File: config.mk
export PLATFORM = sky130hd
export DESIGN_NAME = dongle_keyed_round_host
export DESIGN_NICKNAME = d
export VERILOG_FILES = /design/src/rtl/core/dkr_pkg.sv /design/src/rtl/core/dongle_keyed_round_host.sv /design/src/rtl/core/dkr_front.sv /design/src/rtl/core/dkr_queue.sv /design/src/rtl/core/dkr_back.sv
export SDC_FILE = /design/constraint.sdc
export NUM_CORES = 1
export LEC_CHECK = 0
export BUFFER_PORTS_ARGS = -buffer_cell sky130_fd_sc_hd__buf_4
export CAP_MARGIN = 20
export CORE_ASPECT_RATIO = 1.1
export CORE_MARGIN = 4
export CORE_UTILIZATION = 50
export CTS_BUF_LIST = sky130_fd_sc_hd__clkbuf_4
export DETAILED_ROUTE_END_ITERATION = 12
export PLACE_DENSITY = 0.67
export SYNTH_ARGS = -nofsm -noshare
export SYNTH_HDL_FRONTEND = slang
export SYNTH_SLANG_ARGS = --single-unit
File: constraint.sdc
create_clock -name clk -period 6.64 [get_ports clk]
set_input_delay 1.328 -clock clk [delete_from_list [all_inputs] [get_ports clk]]
set_output_delay 1.328 -clock clk [all_outputs]
set_load 0.01 [all_outputs]
File: src/rtl/core/dkr_pkg.sv
// types and constants shared by the keyed round host
`timescale 1ns / 1ps

package dkr_pkg;

  // request opcodes
  localparam logic [1:0] OP_SINGLE = 2'd0;
  localparam logic [1:0] OP_BUFFER = 2'd1;
  localparam logic [1:0] OP_STATUS = 2'd2;

  // result kinds
  localparam logic [1:0] KIND_WRITE  = 2'd0;
  localparam logic [1:0] KIND_SAMPLE = 2'd1;
  localparam logic [1:0] KIND_DONE   = 2'd2;
  localparam logic [1:0] KIND_ERROR  = 2'd3;

  // round constants
  localparam logic [31:0] FEEDBACK_POLY = 32'h8050_0062;
  localparam logic [31:0] STAGE_CONST   = 32'h8034_25C3;
  localparam logic [7:0]  CMD_CODE      = 8'h4E;
  localparam logic [7:0]  RAW_BYTE      = 8'h84;
  localparam logic [5:0]  ROUND_ANSWERS = 6'd40;

  // job queue between front and back
  localparam int QDEPTH = 4;
  localparam int QPTR_W = $clog2(QDEPTH);

  // job kinds handed from front to back
  typedef enum logic [2:0] {
    JOB_ERROR     = 3'd0,
    JOB_OPEN      = 3'd1,
    JOB_PROBE     = 3'd2,
    JOB_DONE      = 3'd3,
    JOB_DONE_OPEN = 3'd4
  } job_op_t;

  typedef struct packed {
    job_op_t     op;
    logic [7:0]  seed;
    logic [7:0]  probe;
    logic [31:0] result;
    logic        rnd;
  } job_t;

endpackage

File: src/rtl/core/dongle_keyed_round_host.sv
// top level of the keyed round host: front, job queue and back
//
//  channel  | ports                         | carries
//  ---------+-------------------------------+-------------------------------------
//  input    | in_tvalid/tready/tdata/tuser  | start and status answer requests
//  result   | out_tvalid/tready/tdata/tuser | port writes, round done, errors
//  config   | cfg_wr_en, cfg_wr_data        | preamble seed byte
//
// one result per cycle leaves the back end while out_tready allows: a status answer
// gives 3 results, a start 10, the end of a first buffer round 11, done and error 1.
// the front takes one request a cycle while the four-entry job queue has room.
// reset clears the round state, the queue and the output valid flag.
// a stalled result holds in the output register while the front keeps accepting until the queue is full.
`timescale 1ns / 1ps

module dongle_keyed_round_host (
  input  logic        clk,
  input  logic        rst_n,
  input  logic        in_tvalid,
  output logic        in_tready,
  input  logic [71:0] in_tdata,   // round_input, buffer_right, status_byte
  input  logic [1:0]  in_tuser,   // opcode
  output logic        out_tvalid,
  input  logic        out_tready,
  output logic [47:0] out_tdata,  // port_byte, round_result, round_number, zero fill
  output logic [1:0]  out_tuser,  // kind
  output logic        out_tlast,
  input  logic        cfg_wr_en,
  input  logic [7:0]  cfg_wr_data
);

  logic          push;
  logic          full;
  logic          pop;
  logic          head_valid;
  dkr_pkg::job_t new_job;
  dkr_pkg::job_t head_job;
  logic [7:0]    port_byte;
  logic [31:0]   round_result;
  logic          round_number;

  assign in_tready = !full;
  assign push      = in_tvalid && !full;

  // request intake and round state
  dkr_front u_front (
    .clk          (clk),
    .rst_n        (rst_n),
    .push         (push),
    .opcode       (in_tuser),
    .round_input  (in_tdata[31:0]),
    .buffer_right (in_tdata[63:32]),
    .status_byte  (in_tdata[71:64]),
    .cfg_wr_en    (cfg_wr_en),
    .cfg_wr_data  (cfg_wr_data),
    .job          (new_job)
  );

  // decoupling queue
  dkr_queue u_queue (
    .clk        (clk),
    .rst_n      (rst_n),
    .push       (push),
    .push_job   (new_job),
    .full       (full),
    .pop        (pop),
    .head_valid (head_valid),
    .head_job   (head_job)
  );

  // result sequencer
  dkr_back u_back (
    .clk        (clk),
    .rst_n      (rst_n),
    .job_valid  (head_valid),
    .job        (head_job),
    .pop        (pop),
    .out_valid  (out_tvalid),
    .out_ready  (out_tready),
    .out_kind   (out_tuser),
    .out_byte   (port_byte),
    .out_result (round_result),
    .out_rnd    (round_number),
    .out_last   (out_tlast)
  );

  assign out_tdata = {7'd0, round_number, round_result, port_byte};

endmodule

File: src/rtl/core/dkr_front.sv
// front end: takes requests, keeps the round state, emits one job per request
`timescale 1ns / 1ps

module dkr_front (
  input  logic           clk,
  input  logic           rst_n,
  input  logic           push,
  input  logic [1:0]     opcode,
  input  logic [31:0]    round_input,
  input  logic [31:0]    buffer_right,
  input  logic [7:0]     status_byte,
  input  logic           cfg_wr_en,
  input  logic [7:0]     cfg_wr_data,
  output dkr_pkg::job_t  job
);

  logic [7:0]  seed_r;
  logic [31:0] shift_r,   shift_nxt;
  logic [5:0]  answers_r, answers_nxt;
  logic        busy_r,    busy_nxt;
  logic        buffer_r,  buffer_nxt;
  logic        round_r,   round_nxt;
  logic [31:0] left_r,    left_nxt;
  logic [31:0] right_r,   right_nxt;

  logic [5:0]  cnt;
  logic        ans;
  logic [1:0]  sel;
  logic [31:0] stepped;
  logic [31:0] mixed;

  // six keyless rotate-xor stages, rotations 10 down to 0
  function automatic logic [31:0] mix_stages(input logic [31:0] a_in,
                                             input logic [31:0] b_in);
    logic [31:0] a;
    logic [31:0] b;
    logic [31:0] x;
    logic [31:0] t;
    a = a_in;
    b = b_in;
    for (int s = 10; s >= 0; s -= 2) begin
      x = a ^ dkr_pkg::STAGE_CONST;
      t = ((x << s) | (x >> (32 - s))) ^ b;
      b = a;
      a = t;
    end
    return a;
  endfunction

  // answer decode and shift step
  assign cnt     = answers_r + 6'd1;
  assign ans     = status_byte[5];
  assign sel     = {shift_r[0], ans};
  assign stepped = (ans ^ shift_r[0]) ? ((shift_r >> 1) ^ dkr_pkg::FEEDBACK_POLY)
                                      : (shift_r >> 1);
  assign mixed   = mix_stages(shift_r ^ right_r, left_r);

  // classify the request and work out the next state
  always_comb begin
    shift_nxt   = shift_r;
    answers_nxt = answers_r;
    busy_nxt    = busy_r;
    buffer_nxt  = buffer_r;
    round_nxt   = round_r;
    left_nxt    = left_r;
    right_nxt   = right_r;
    job.op      = dkr_pkg::JOB_ERROR;
    job.seed    = seed_r;
    job.probe   = 8'd0;
    job.result  = 32'd0;
    job.rnd     = round_r;
    case (opcode)
      dkr_pkg::OP_SINGLE, dkr_pkg::OP_BUFFER: begin
        if (!busy_r) begin
          buffer_nxt  = opcode[0];
          round_nxt   = 1'b0;
          if (opcode == dkr_pkg::OP_BUFFER) begin
            left_nxt  = round_input;
            right_nxt = buffer_right;
          end
          shift_nxt   = round_input;
          answers_nxt = 6'd0;
          busy_nxt    = 1'b1;
          job.op      = dkr_pkg::JOB_OPEN;
          job.probe   = round_input[7:0];
          job.rnd     = 1'b0;
        end
      end
      dkr_pkg::OP_STATUS: begin
        if (busy_r) begin
          if (cnt >= dkr_pkg::ROUND_ANSWERS) begin
            job.result = shift_r;
            if (buffer_r && !round_r) begin
              round_nxt   = 1'b1;
              shift_nxt   = mixed;
              answers_nxt = 6'd0;
              job.op      = dkr_pkg::JOB_DONE_OPEN;
              job.probe   = mixed[7:0];
              job.rnd     = 1'b1;
            end else begin
              busy_nxt    = 1'b0;
              buffer_nxt  = 1'b0;
              round_nxt   = 1'b0;
              answers_nxt = 6'd0;
              job.op      = dkr_pkg::JOB_DONE;
            end
          end else begin
            answers_nxt = cnt;
            shift_nxt   = stepped;
            job.op      = dkr_pkg::JOB_PROBE;
            case (sel)
              2'd0:    job.probe = stepped[7:0];
              2'd1:    job.probe = stepped[15:8];
              2'd2:    job.probe = stepped[23:16];
              default: job.probe = stepped[31:24];
            endcase
          end
        end
      end
      default: begin
        job.op = dkr_pkg::JOB_ERROR;
      end
    endcase
  end

  // seed register
  always_ff @(posedge clk) begin
    if (!rst_n) begin
      seed_r <= 8'd0;
    end else if (cfg_wr_en) begin
      seed_r <= cfg_wr_data;
    end
  end

  // round state
  always_ff @(posedge clk) begin
    if (!rst_n) begin
      shift_r   <= 32'd0;
      answers_r <= 6'd0;
      busy_r    <= 1'b0;
      buffer_r  <= 1'b0;
      round_r   <= 1'b0;
      left_r    <= 32'd0;
      right_r   <= 32'd0;
    end else if (push) begin
      shift_r   <= shift_nxt;
      answers_r <= answers_nxt;
      busy_r    <= busy_nxt;
      buffer_r  <= buffer_nxt;
      round_r   <= round_nxt;
      left_r    <= left_nxt;
      right_r   <= right_nxt;
    end
  end

endmodule

File: src/rtl/core/dkr_queue.sv
// short job queue between front and back
`timescale 1ns / 1ps

module dkr_queue (
  input  logic           clk,
  input  logic           rst_n,
  input  logic           push,
  input  dkr_pkg::job_t  push_job,
  output logic           full,
  input  logic           pop,
  output logic           head_valid,
  output dkr_pkg::job_t  head_job
);

  localparam int CNT_W = $clog2(dkr_pkg::QDEPTH + 1);

  dkr_pkg::job_t                 slot_r [dkr_pkg::QDEPTH];
  logic [dkr_pkg::QPTR_W-1:0]    wr_ptr_r;
  logic [dkr_pkg::QPTR_W-1:0]    rd_ptr_r;
  logic [CNT_W-1:0]              count_r;

  assign full       = (count_r == CNT_W'(dkr_pkg::QDEPTH));
  assign head_valid = (count_r != '0);
  assign head_job   = slot_r[rd_ptr_r];

  // slot storage
  always_ff @(posedge clk) begin
    if (push) begin
      slot_r[wr_ptr_r] <= push_job;
    end
  end

  // pointers and fill count
  always_ff @(posedge clk) begin
    if (!rst_n) begin
      wr_ptr_r <= '0;
      rd_ptr_r <= '0;
      count_r  <= '0;
    end else begin
      if (push) begin
        wr_ptr_r <= wr_ptr_r + 1'b1;
      end
      if (pop) begin
        rd_ptr_r <= rd_ptr_r + 1'b1;
      end
      if (push && !pop) begin
        count_r <= count_r + 1'b1;
      end else if (pop && !push) begin
        count_r <= count_r - 1'b1;
      end
    end
  end

endmodule

File: src/rtl/core/dkr_back.sv
// back end: expands each job into its port writes and results
`timescale 1ns / 1ps

module dkr_back (
  input  logic           clk,
  input  logic           rst_n,
  input  logic           job_valid,
  input  dkr_pkg::job_t  job,
  output logic           pop,
  output logic           out_valid,
  input  logic           out_ready,
  output logic [1:0]     out_kind,
  output logic [7:0]     out_byte,
  output logic [31:0]    out_result,
  output logic           out_rnd,
  output logic           out_last
);

  logic [3:0]  step_r;
  logic        valid_r;
  logic [1:0]  kind_r;
  logic [7:0]  byte_r;
  logic [31:0] result_r;
  logic        rnd_r;
  logic        last_r;

  logic        adv;
  logic [3:0]  os;
  logic [3:0]  os_m3;
  logic [3:0]  os_m7;
  logic [1:0]  g_kind;
  logic [7:0]  g_byte;
  logic [31:0] g_result;
  logic        g_rnd;
  logic        g_last;

  // command byte: strobe low, high, low
  function automatic logic [7:0] cmd_byte(input logic [7:0] b, input logic [1:0] idx);
    return (idx == 2'd1) ? (b | 8'h81) : ((b & 8'hFE) | 8'h80);
  endfunction

  // probe byte of a queried value byte
  function automatic logic [7:0] probe_base(input logic [7:0] q);
    return {1'b1, q[4:3], 1'b0, q[2:0], 1'b0};
  endfunction

  assign adv   = !valid_r || out_ready;
  assign pop   = adv && job_valid && g_last;
  assign os    = step_r - {3'd0, job.op == dkr_pkg::JOB_DONE_OPEN};
  assign os_m3 = os - 4'd3;
  assign os_m7 = os - 4'd7;

  // result for the current job and step
  always_comb begin
    g_kind   = dkr_pkg::KIND_WRITE;
    g_byte   = 8'd0;
    g_result = 32'd0;
    g_rnd    = job.rnd;
    g_last   = 1'b0;
    case (job.op)
      dkr_pkg::JOB_DONE: begin
        g_kind   = dkr_pkg::KIND_DONE;
        g_result = job.result;
        g_last   = 1'b1;
      end
      dkr_pkg::JOB_PROBE: begin
        g_byte = (step_r == 4'd1) ? (probe_base(job.probe) | 8'h10) : probe_base(job.probe);
        g_kind = (step_r == 4'd2) ? dkr_pkg::KIND_SAMPLE : dkr_pkg::KIND_WRITE;
        g_last = (step_r == 4'd2);
      end
      dkr_pkg::JOB_OPEN, dkr_pkg::JOB_DONE_OPEN: begin
        if (job.op == dkr_pkg::JOB_DONE_OPEN && step_r == 4'd0) begin
          // first round finishes before the second opens
          g_kind   = dkr_pkg::KIND_DONE;
          g_result = job.result;
          g_rnd    = 1'b0;
        end else if (os < 4'd3) begin
          g_byte = cmd_byte(job.seed, os[1:0]);
        end else if (os < 4'd6) begin
          g_byte = cmd_byte(dkr_pkg::CMD_CODE, os_m3[1:0]);
        end else if (os == 4'd6) begin
          g_byte = dkr_pkg::RAW_BYTE;
        end else begin
          g_byte = (os_m7 == 4'd1) ? (probe_base(job.probe) | 8'h10)
                                   : probe_base(job.probe);
          g_kind = (os_m7 == 4'd2) ? dkr_pkg::KIND_SAMPLE : dkr_pkg::KIND_WRITE;
          g_last = (os_m7 == 4'd2);
        end
      end
      default: begin
        g_kind = dkr_pkg::KIND_ERROR;
        g_rnd  = 1'b0;
        g_last = 1'b1;
      end
    endcase
  end

  // step counter and output valid
  always_ff @(posedge clk) begin
    if (!rst_n) begin
      step_r  <= 4'd0;
      valid_r <= 1'b0;
    end else if (adv) begin
      valid_r <= job_valid;
      if (job_valid) begin
        step_r <= g_last ? 4'd0 : step_r + 4'd1;
      end
    end
  end

  // output payload
  always_ff @(posedge clk) begin
    if (adv && job_valid) begin
      kind_r   <= g_kind;
      byte_r   <= g_byte;
      result_r <= g_result;
      rnd_r    <= g_rnd;
      last_r   <= g_last;
    end
  end

  assign out_valid  = valid_r;
  assign out_kind   = kind_r;
  assign out_byte   = byte_r;
  assign out_result = result_r;
  assign out_rnd    = rnd_r;
  assign out_last   = last_r;

endmodule

==> summary.md, run 1 <==
| Metric | Value |
|---|---|
| Avg Vias per Cell | `between 5 and 6` |
| CTS Hold Bufs | `0` |
| CP startpoint kind | `flop` |
| Hold_sp | `u_front.left_r[19]` |
| Top-area cell type share of the netlist area | `around two fifths` |
| Drt total wl | `about 42000 um` |
| Crit. End Element | `flop` |
| Gate count of the mapped netlist | `approximately 1.4k` |
| PD cells | `about 380 nW/um2` |
| Crit Path Category | `reg2reg` |
| Fill cell count | `~2.8k` |
| Drt first pass iters | `6` |
| CTS tree | `done` |
| Final cycle utilization of the critical path | `a little over two thirds` |
| Initial DRC Count | `810` |
| Main combinational cell family by area after synthesis | `XOR/XNOR gates` |
| Slew @ Worst Pin | `1.11 ns` |
| Status | `finished, final reports clean` |
| Chip Width | `about 190 um` |
| Worst-path maximum fanout | `31` |
| Largest net degree at the start of global routing | `88` |
| Drc violations | `0` |
| Total grt overflow | `0` |
| Max Slew Vio Count | `0` |
| Final number of setup-violating endpoints | `0` |
| Max-cap viol count | `0` |
| Synth area leaders | `edfxtp_1, dfxtp_1, mux4_2, xnor2_1, xnor3_1` |
| Area grow syn2layout | `13.9%` |
| Routed Antenna Nets | `0` |
| Root buffer cell | `clkbuf_4` |
| Core area | `34600 um2` |
| H-tree depth | `3` |
| Share of cells above drive strength 1 | `22.2%` |
| Number of synthesized flops with an enable pin | `around 230` |
| Vias | `between 10k and 15k` |
| Drt wl/cell | `20.7 um` |
| Most frequent cells in the layout | `edfxtp_1, nand2_1, buf_4` |
| DP Area | `between 15000 and 20000 um2` |
| Util after Layout | `about three fifths` |
| Final Hold Fails | `0` |
| Initial antenna violation count | `2` |
| Hold slack final | `roughly 0.47 ns` |
| Average cell area after synthesis | `approximately 13 um2` |
| Die Footprint | `around 38000 um2` |
| Setup_tns | `0 ns` |
| Reg2Reg Depth | `15` |
| Leading area contributor after synthesis | `edfxtp_1` |
| Detail Placement HPWL | `around 29000 um` |
| GRT Overall Usage | `21.8%` |
| Clock latency on the worst-skew pair | `0.76 ns` |
| Die Y-Extent | `between 200 and 250 um` |
| Worst rel slew slack | `approximately a quarter` |
| Setup Fix Bufs, Post-CTS | `0` |
| Min Tclk post-route | `~4.7 ns` |
| R2R Path End | `u_queue.count_r[2]` |
| Peak supply drop | `0.000162 V` |
| Clk buf depth | `3` |
| Total of warnings raised by yosys | `0` |
| CTS clock-pin slew for the worst setup and hold paths | `about 0.060 ns` |
| # resized after CTS | `0` |
| Hold path depth | `2` |
| Clk_skew | `~0.064 ns` |
| Critical path arrival | `between 5 and 6 ns` |
| CTS sink cnt | `~360` |
| # IOs | `140` |
| Core Rows | `a little over 70` |
| IO buf count | `around 120` |
| First-pass GRT wire length | `around 64000 um` |
| Post-synthesis adder-cell area fraction | `between 1 and 1.5%` |
| Synth Area in Compound Gates | `about a tenth` |
| Ys flop type | `edfxtp_1` |
| Routability cong. | `0.908` |
| WP data required | `7.28 ns` |
| CTS Buf Count | `89` |
| Hold WC Path Type | `reg2reg` |
| Power Total | `~0.0076 W` |
| Starting Density | `between 50% and 60%` |
| Post-synth ARST share | `0%` |
| FF/Latch Area | `~9500 um2` |
| Commonest non-fill, non-tap cell in the layout | `edfxtp_1` |
| Leak pwr | `approximately 7.7 nW` |
| Synthesis-stage register bit count | `357` |
| Cell variety after synth | `69` |
| XOR/XNOR share of the synthesized area | `between 10% and 20%` |
| Register area share after synthesis | `between 50% and 60%` |
| Multi-input gate area | `between 7000 and 8000 um2` |
| Post-synthesis mux area share | `6.53%` |
| Hold EP | `u_front.left_r[19]` |
| Finished Cell Area | `~20000 um2` |
| Maximum clock rate | `between 0.2 and 0.25 GHz` |
| Mapped cell area | `between 15000 and 20000 um2` |
| RSZ-0062 raised after global routing | `no` |
| Nets | `approximately 1.6k` |
| Post-Synth Simple-Gate Area | `under 10%` |
| Reg-to-reg setup timing slack | `slightly below 2 ns` |
| Vias in the first global route | `around 11k` |
## report_power, final
group	switching [W]	total, W	internal [W]
logic	0.00147	0.00287	0.00139
registers	0.000179	0.00291	0.00273
clock network	0.000849	0.00182	0.000966
total	0.00250	0.00759	0.00509
## worst max-delay path, stage by stage (launching register included)
cell and delay (ns):
dfxtp_2 0.65, buf_4 0.51, mux4_1 0.40, nor3b_2 0.34, ha_1 0.24, nor2b_1 0.20, xnor2_1 0.14, o31ai_1 0.09
and4b_1 0.28, o21ai_0 0.40, ha_1 0.27, inv_1 0.06, fa_1 0.37, xor2_1 0.17, or3_1 0.30, a21oi_1 0.14
## how the worst max path moves through the flow
stage                from                  to  slack (ns)  cells after the start
2_1_floorplan  out_tready  u_queue.count_r[2]        2.67                     10
3_3_place_gp         flop  u_queue.count_r[2]        2.08                     15
3_5_place_dp         flop  u_queue.count_r[2]        2.00                     15
4_1_cts              flop  u_queue.count_r[2]        1.96                     15
5_1_grt              flop  u_queue.count_r[2]        1.65                     15
6_report             flop  u_queue.count_r[2]        1.96                     15
## per-stage QoR
stage	std cells	worst slack [ns]
after floorplan	1373	2.67
after global placement	1869	2.08
after detailed placement	1869	2.00
after CTS	2025	1.96
after global routing	2027	1.65
final	2027	1.96
## cell families after synthesis
group                      count (synthesis)
DFF                                      357
muxes                                     56
and+or+nand+nor                          353
other                                      1
adders and majority gates                 18
buffers and inverters                    102
xor gates and xnor gates                 241
AOI/OAI and AO/OA                        239
## synthesized netlist by cell type (22+ instances only)
master and n:
edfxtp_1 232, nand2_1 175, dfxtp_1 125, xnor2_1 118, clkbuf_1 67, a21boi_0 62
xor2_1 56, a21oi_1 49, o21ai_0 47, mux4_2 46, nor2b_1 45, nor2_1 39
xnor3_1 39, and2_1 32, xor3_1 23, nand3_1 22
## layer usage
| layer | GRT usage (%) | up-vias | routed length (um) |
|---|---|---|---|
| li1 | - | 5311 | - |
| met1 | 28.6 | 5402 | 17800 |
| met2 | 36.1 | 414 | 20100 |
| met3 | 4.74 | 83 | 2850 |
| met4 | 7.74 | 0 | 1160 |
| met5 | 0 | - | 0 |
## cell type report
cell class | count | area share [%]
flip-flops and latches | 357 | 47.1
multi-input cells | 914 | 38.9
repair buffers | 139 | 5.19
clock buffers | 129 | 4.82
well taps | 438 | 2.73
clock inverters | 27 | 0.816
inverters | 21 | 0.392
diodes | 2 | 0.0249
## sequential cells by signal (all words and copies together), names as in the netlist, named ones only
name / count
u_queue.slot_r: 188
u_back.out_result: 32
u_front.left_r: 32
u_front.right_r: 32
u_front.shift_r: 32
u_back.out_byte: 8
u_front.answers_r: 6
u_front.seed_r: 6
u_back.step_r: 4
u_queue.count_r: 3
u_back.out_kind: 2
u_queue.rd_ptr_r: 2
u_queue.wr_ptr_r: 2
u_back.out_last: 1
u_back.out_rnd: 1
u_back.out_valid: 1
u_front.buffer_r: 1
u_front.busy_r: 1
u_front.round_r: 1
(Power assumes the default switching activity.)
==> inputs of run 2 (changes only) <==
==> constraint.sdc (replaced) <==
create_clock -name clk -period 4.75 [get_ports clk]
set_input_delay 0.95 -clock clk [delete_from_list [all_inputs] [get_ports clk]]
set_output_delay 0.95 -clock clk [all_outputs]
set_load 0.01 [all_outputs]
==> run 2 against run 1 <==
  * Critical path depth decreased by 1
  * Combinational power up 41%
  * Count of clock-buffer cells in the layout increased by 10
  * Clock power grew 49%
  * Maximum frequency up 15%
  * Non-clock buffer count grew 3
  * First-iteration DRC count rose by 22%
  * Power grew 42%
  * Hold slack worse by 0.019 ns
  * Global-route usage is 0.068 points lower
  * Critical path type unchanged
  * Largest cell class unchanged
==> summary.md, run 2 (synthesis gave the netlist of run 1 again) <==
| Metric | Value |
|---|---|
| Status | `finished, final reports clean` |
| Share of cells above drive strength 1 | `roughly a quarter` |
| Max reg flops | `approximately 190` |
| Max Slew Vio Count | `0` |
| Finished Cell Area | `20200 um2` |
| CP cell instances | `mux4_2 -> nor3b_2 -> ha_1 -> nor2b_1 -> xnor2_1 -> o31ai_1 -> and4b_1 -> o21ai_0 -> ha_1 -> inv_1 -> fa_1 -> xor2_1 -> or3_1 -> a21oi_1` |
| Die Footprint | `approximately 38000 um2` |
| Crit Path Category | `reg2reg` |
| CP startpoint kind | `flop` |
| CTS tree | `done` |
| Vias in the first global route | `roughly 11k` |
| Largest stage delay, worst path | `roughly 0.63 ns` |
| Maximum clock rate | `roughly 0.25 GHz` |
| Clock latency on the worst-skew pair | `between 0.7 and 0.8 ns` |
| CTS clock-pin slew for the worst setup and hold paths | `~0.07 ns` |
| Avg Vias per Cell | `between 5 and 6` |
| Drc violations | `0` |
| Root buffer cell | `clkbuf_4` |
| Min Tclk post-route | `about 4.1 ns` |
| Drt first pass iters | `5` |
| CTS sink cnt | `around 360` |
| Clk_skew | `0.0556 ns` |
| Nets | `about 1.6k` |
| Initial DRC Count | `slightly below 1k` |
| CTS Hold Bufs | `0` |
| Worst rel slew slack | `between 20% and 30%` |
| Crit. End Element | `flop` |
| Core Rows | `between 70 and 80` |
| Final number of setup-violating endpoints | `0` |
| Die Y-Extent | `205 um` |
| Final Hold Fails | `0` |
| Chip Width | `187 um` |
| Drt wl/cell | `just over 20 um` |
| Vias | `between 10k and 15k` |
| Setup Fix Bufs, Post-CTS | `0` |
| Critical path arrival | `approximately 4.7 ns` |
| Commonest non-fill, non-tap cell in the layout | `edfxtp_1` |
| Hold WC Path Type | `in2reg` |
| Util after Layout | `roughly three fifths` |
| Starting Density | `51.1%` |
| Initial antenna violation count | `1` |
| Worst-path maximum fanout | `7` |
| PD cells | `roughly 530 nW/um2` |
| Largest net degree at the start of global routing | `71` |
| CTS Buf Count | `90` |
| Area grow syn2layout | `14.5%` |
| Total grt overflow | `0` |
| Slew @ Worst Pin | `~1.1 ns` |
| Core area | `around 35000 um2` |
| GRT Overall Usage | `21.7%` |
| Placed cells | `roughly 1.9k` |
| WP data required | `about 5.4 ns` |
| IO buf count | `~120` |
| Most frequent cells in the layout | `edfxtp_1, nand2_1, buf_4` |
| # resized after CTS | `0` |
| Buf/Inv on CP | `1` |
| Drt total wl | `41800 um` |
| Leak pwr | `7.80 nW` |
| Routability cong. | `a little over 0.9` |
| # IOs | `between 100 and 150` |
| Clk buf depth | `3` |
| CP delay by family, top | `simple AND/OR/NAND/NOR gates` |
| Routed Antenna Nets | `0` |
| First-pass GRT wire length | `~64000 um` |
| Crit path top cell by count | `ha_1` |
| Peak supply drop | `approximately 0.00024 V` |
| Final cycle utilization of the critical path | `between 80% and 90%` |
| Detail Placement HPWL | `29300 um` |
| Reg with most FFs | `u_queue.slot_r` |
| Max-cap viol count | `0` |
| DP Area | `about 19000 um2` |
| H-tree depth | `3` |
| RSZ-0062 raised after global routing | `no` |
| Fill cell count | `2848` |
| Post-route insts no fill | `slightly above 2k` |
| Setup_tns | `0 ns` |
| Slowest-stage cell, CP | `mux4_2` |
==> run 2: cell count changes in the layout (fill, tap and decap cells not counted), sizes merged <==
cell	before	now
buf	139	142
bufinv	2	3
clkbuf	129	139
clkinv	24	20
clkinvlp	2	0
diode	2	1
inv	20	22
==> run 2: area by class of cell <==
class	instances	area [um2]	area share, %
Antenna cell	1	2.50	0.0124
Inverter	21	78.8	0.390
Multi-Input combinational cell	914	7800	38.6
Tap cell	438	548	2.71
Clock buffer	139	1040	5.17
Timing Repair Buffer	142	1070	5.28
Clock inverter	24	188	0.929
Sequential cell	357	9470	46.9
==> run 2: final timing paths <==
path / from / cells after the start / slack (ns) / endpoint
worst max-delay path: flop / 14 / 0.68 / u_queue.count_r[2]
worst min-delay path: in_tdata[58] / 3 / 0.45 / u_front.right_r[26]
worst max register to register: flop / 14 / 0.68 / u_queue.count_r[2]
worst min register to register: u_front.left_r[9] / 2 / 0.47 / u_front.left_r[9]
==> run 2: worst register-to-register path, cell delays in order (launching register included) <==
cell and delay (ns):
dfxtp_2 0.38, mux4_2 0.63, nor3b_2 0.34, ha_1 0.23, nor2b_1 0.19, xnor2_1 0.14, o31ai_1 0.10, and4b_1 0.27
o21ai_0 0.40, ha_1 0.27, inv_1 0.06, fa_1 0.38, xor2_1 0.17, or3_1 0.31, a21oi_1 0.14
==> run 2: layer usage <==
layer	part of all wire (%)	track usage (%)	vias to the layer above
met1	42	28.2	5468
met2	48	35.8	430
li1	-	-	5320
met5	0	0	-
met4	3.2	8.93	0
met3	6.4	4.55	88
==> run 2: stage by stage <==
stage	setup slack, ns	hold WS [ns]	power [W]
6_report	0.683	0.452	0.0108
2_1_floorplan	1.03	0.443	0.00696
4_1_cts	0.667	0.380	0.0109
3_3_place_gp	0.733	0.453	0.00813
5_1_grt	0.493	0.404	0.0114
3_5_place_dp	0.680	0.462	0.00818
==> run 2: where the power goes <==
group | internal, W | switching [W]
Combinational | 0.00195 | 0.00209
Sequential | 0.00381 | 0.000222
Clock | 0.00150 | 0.00122
Total | 0.00726 | 0.00353
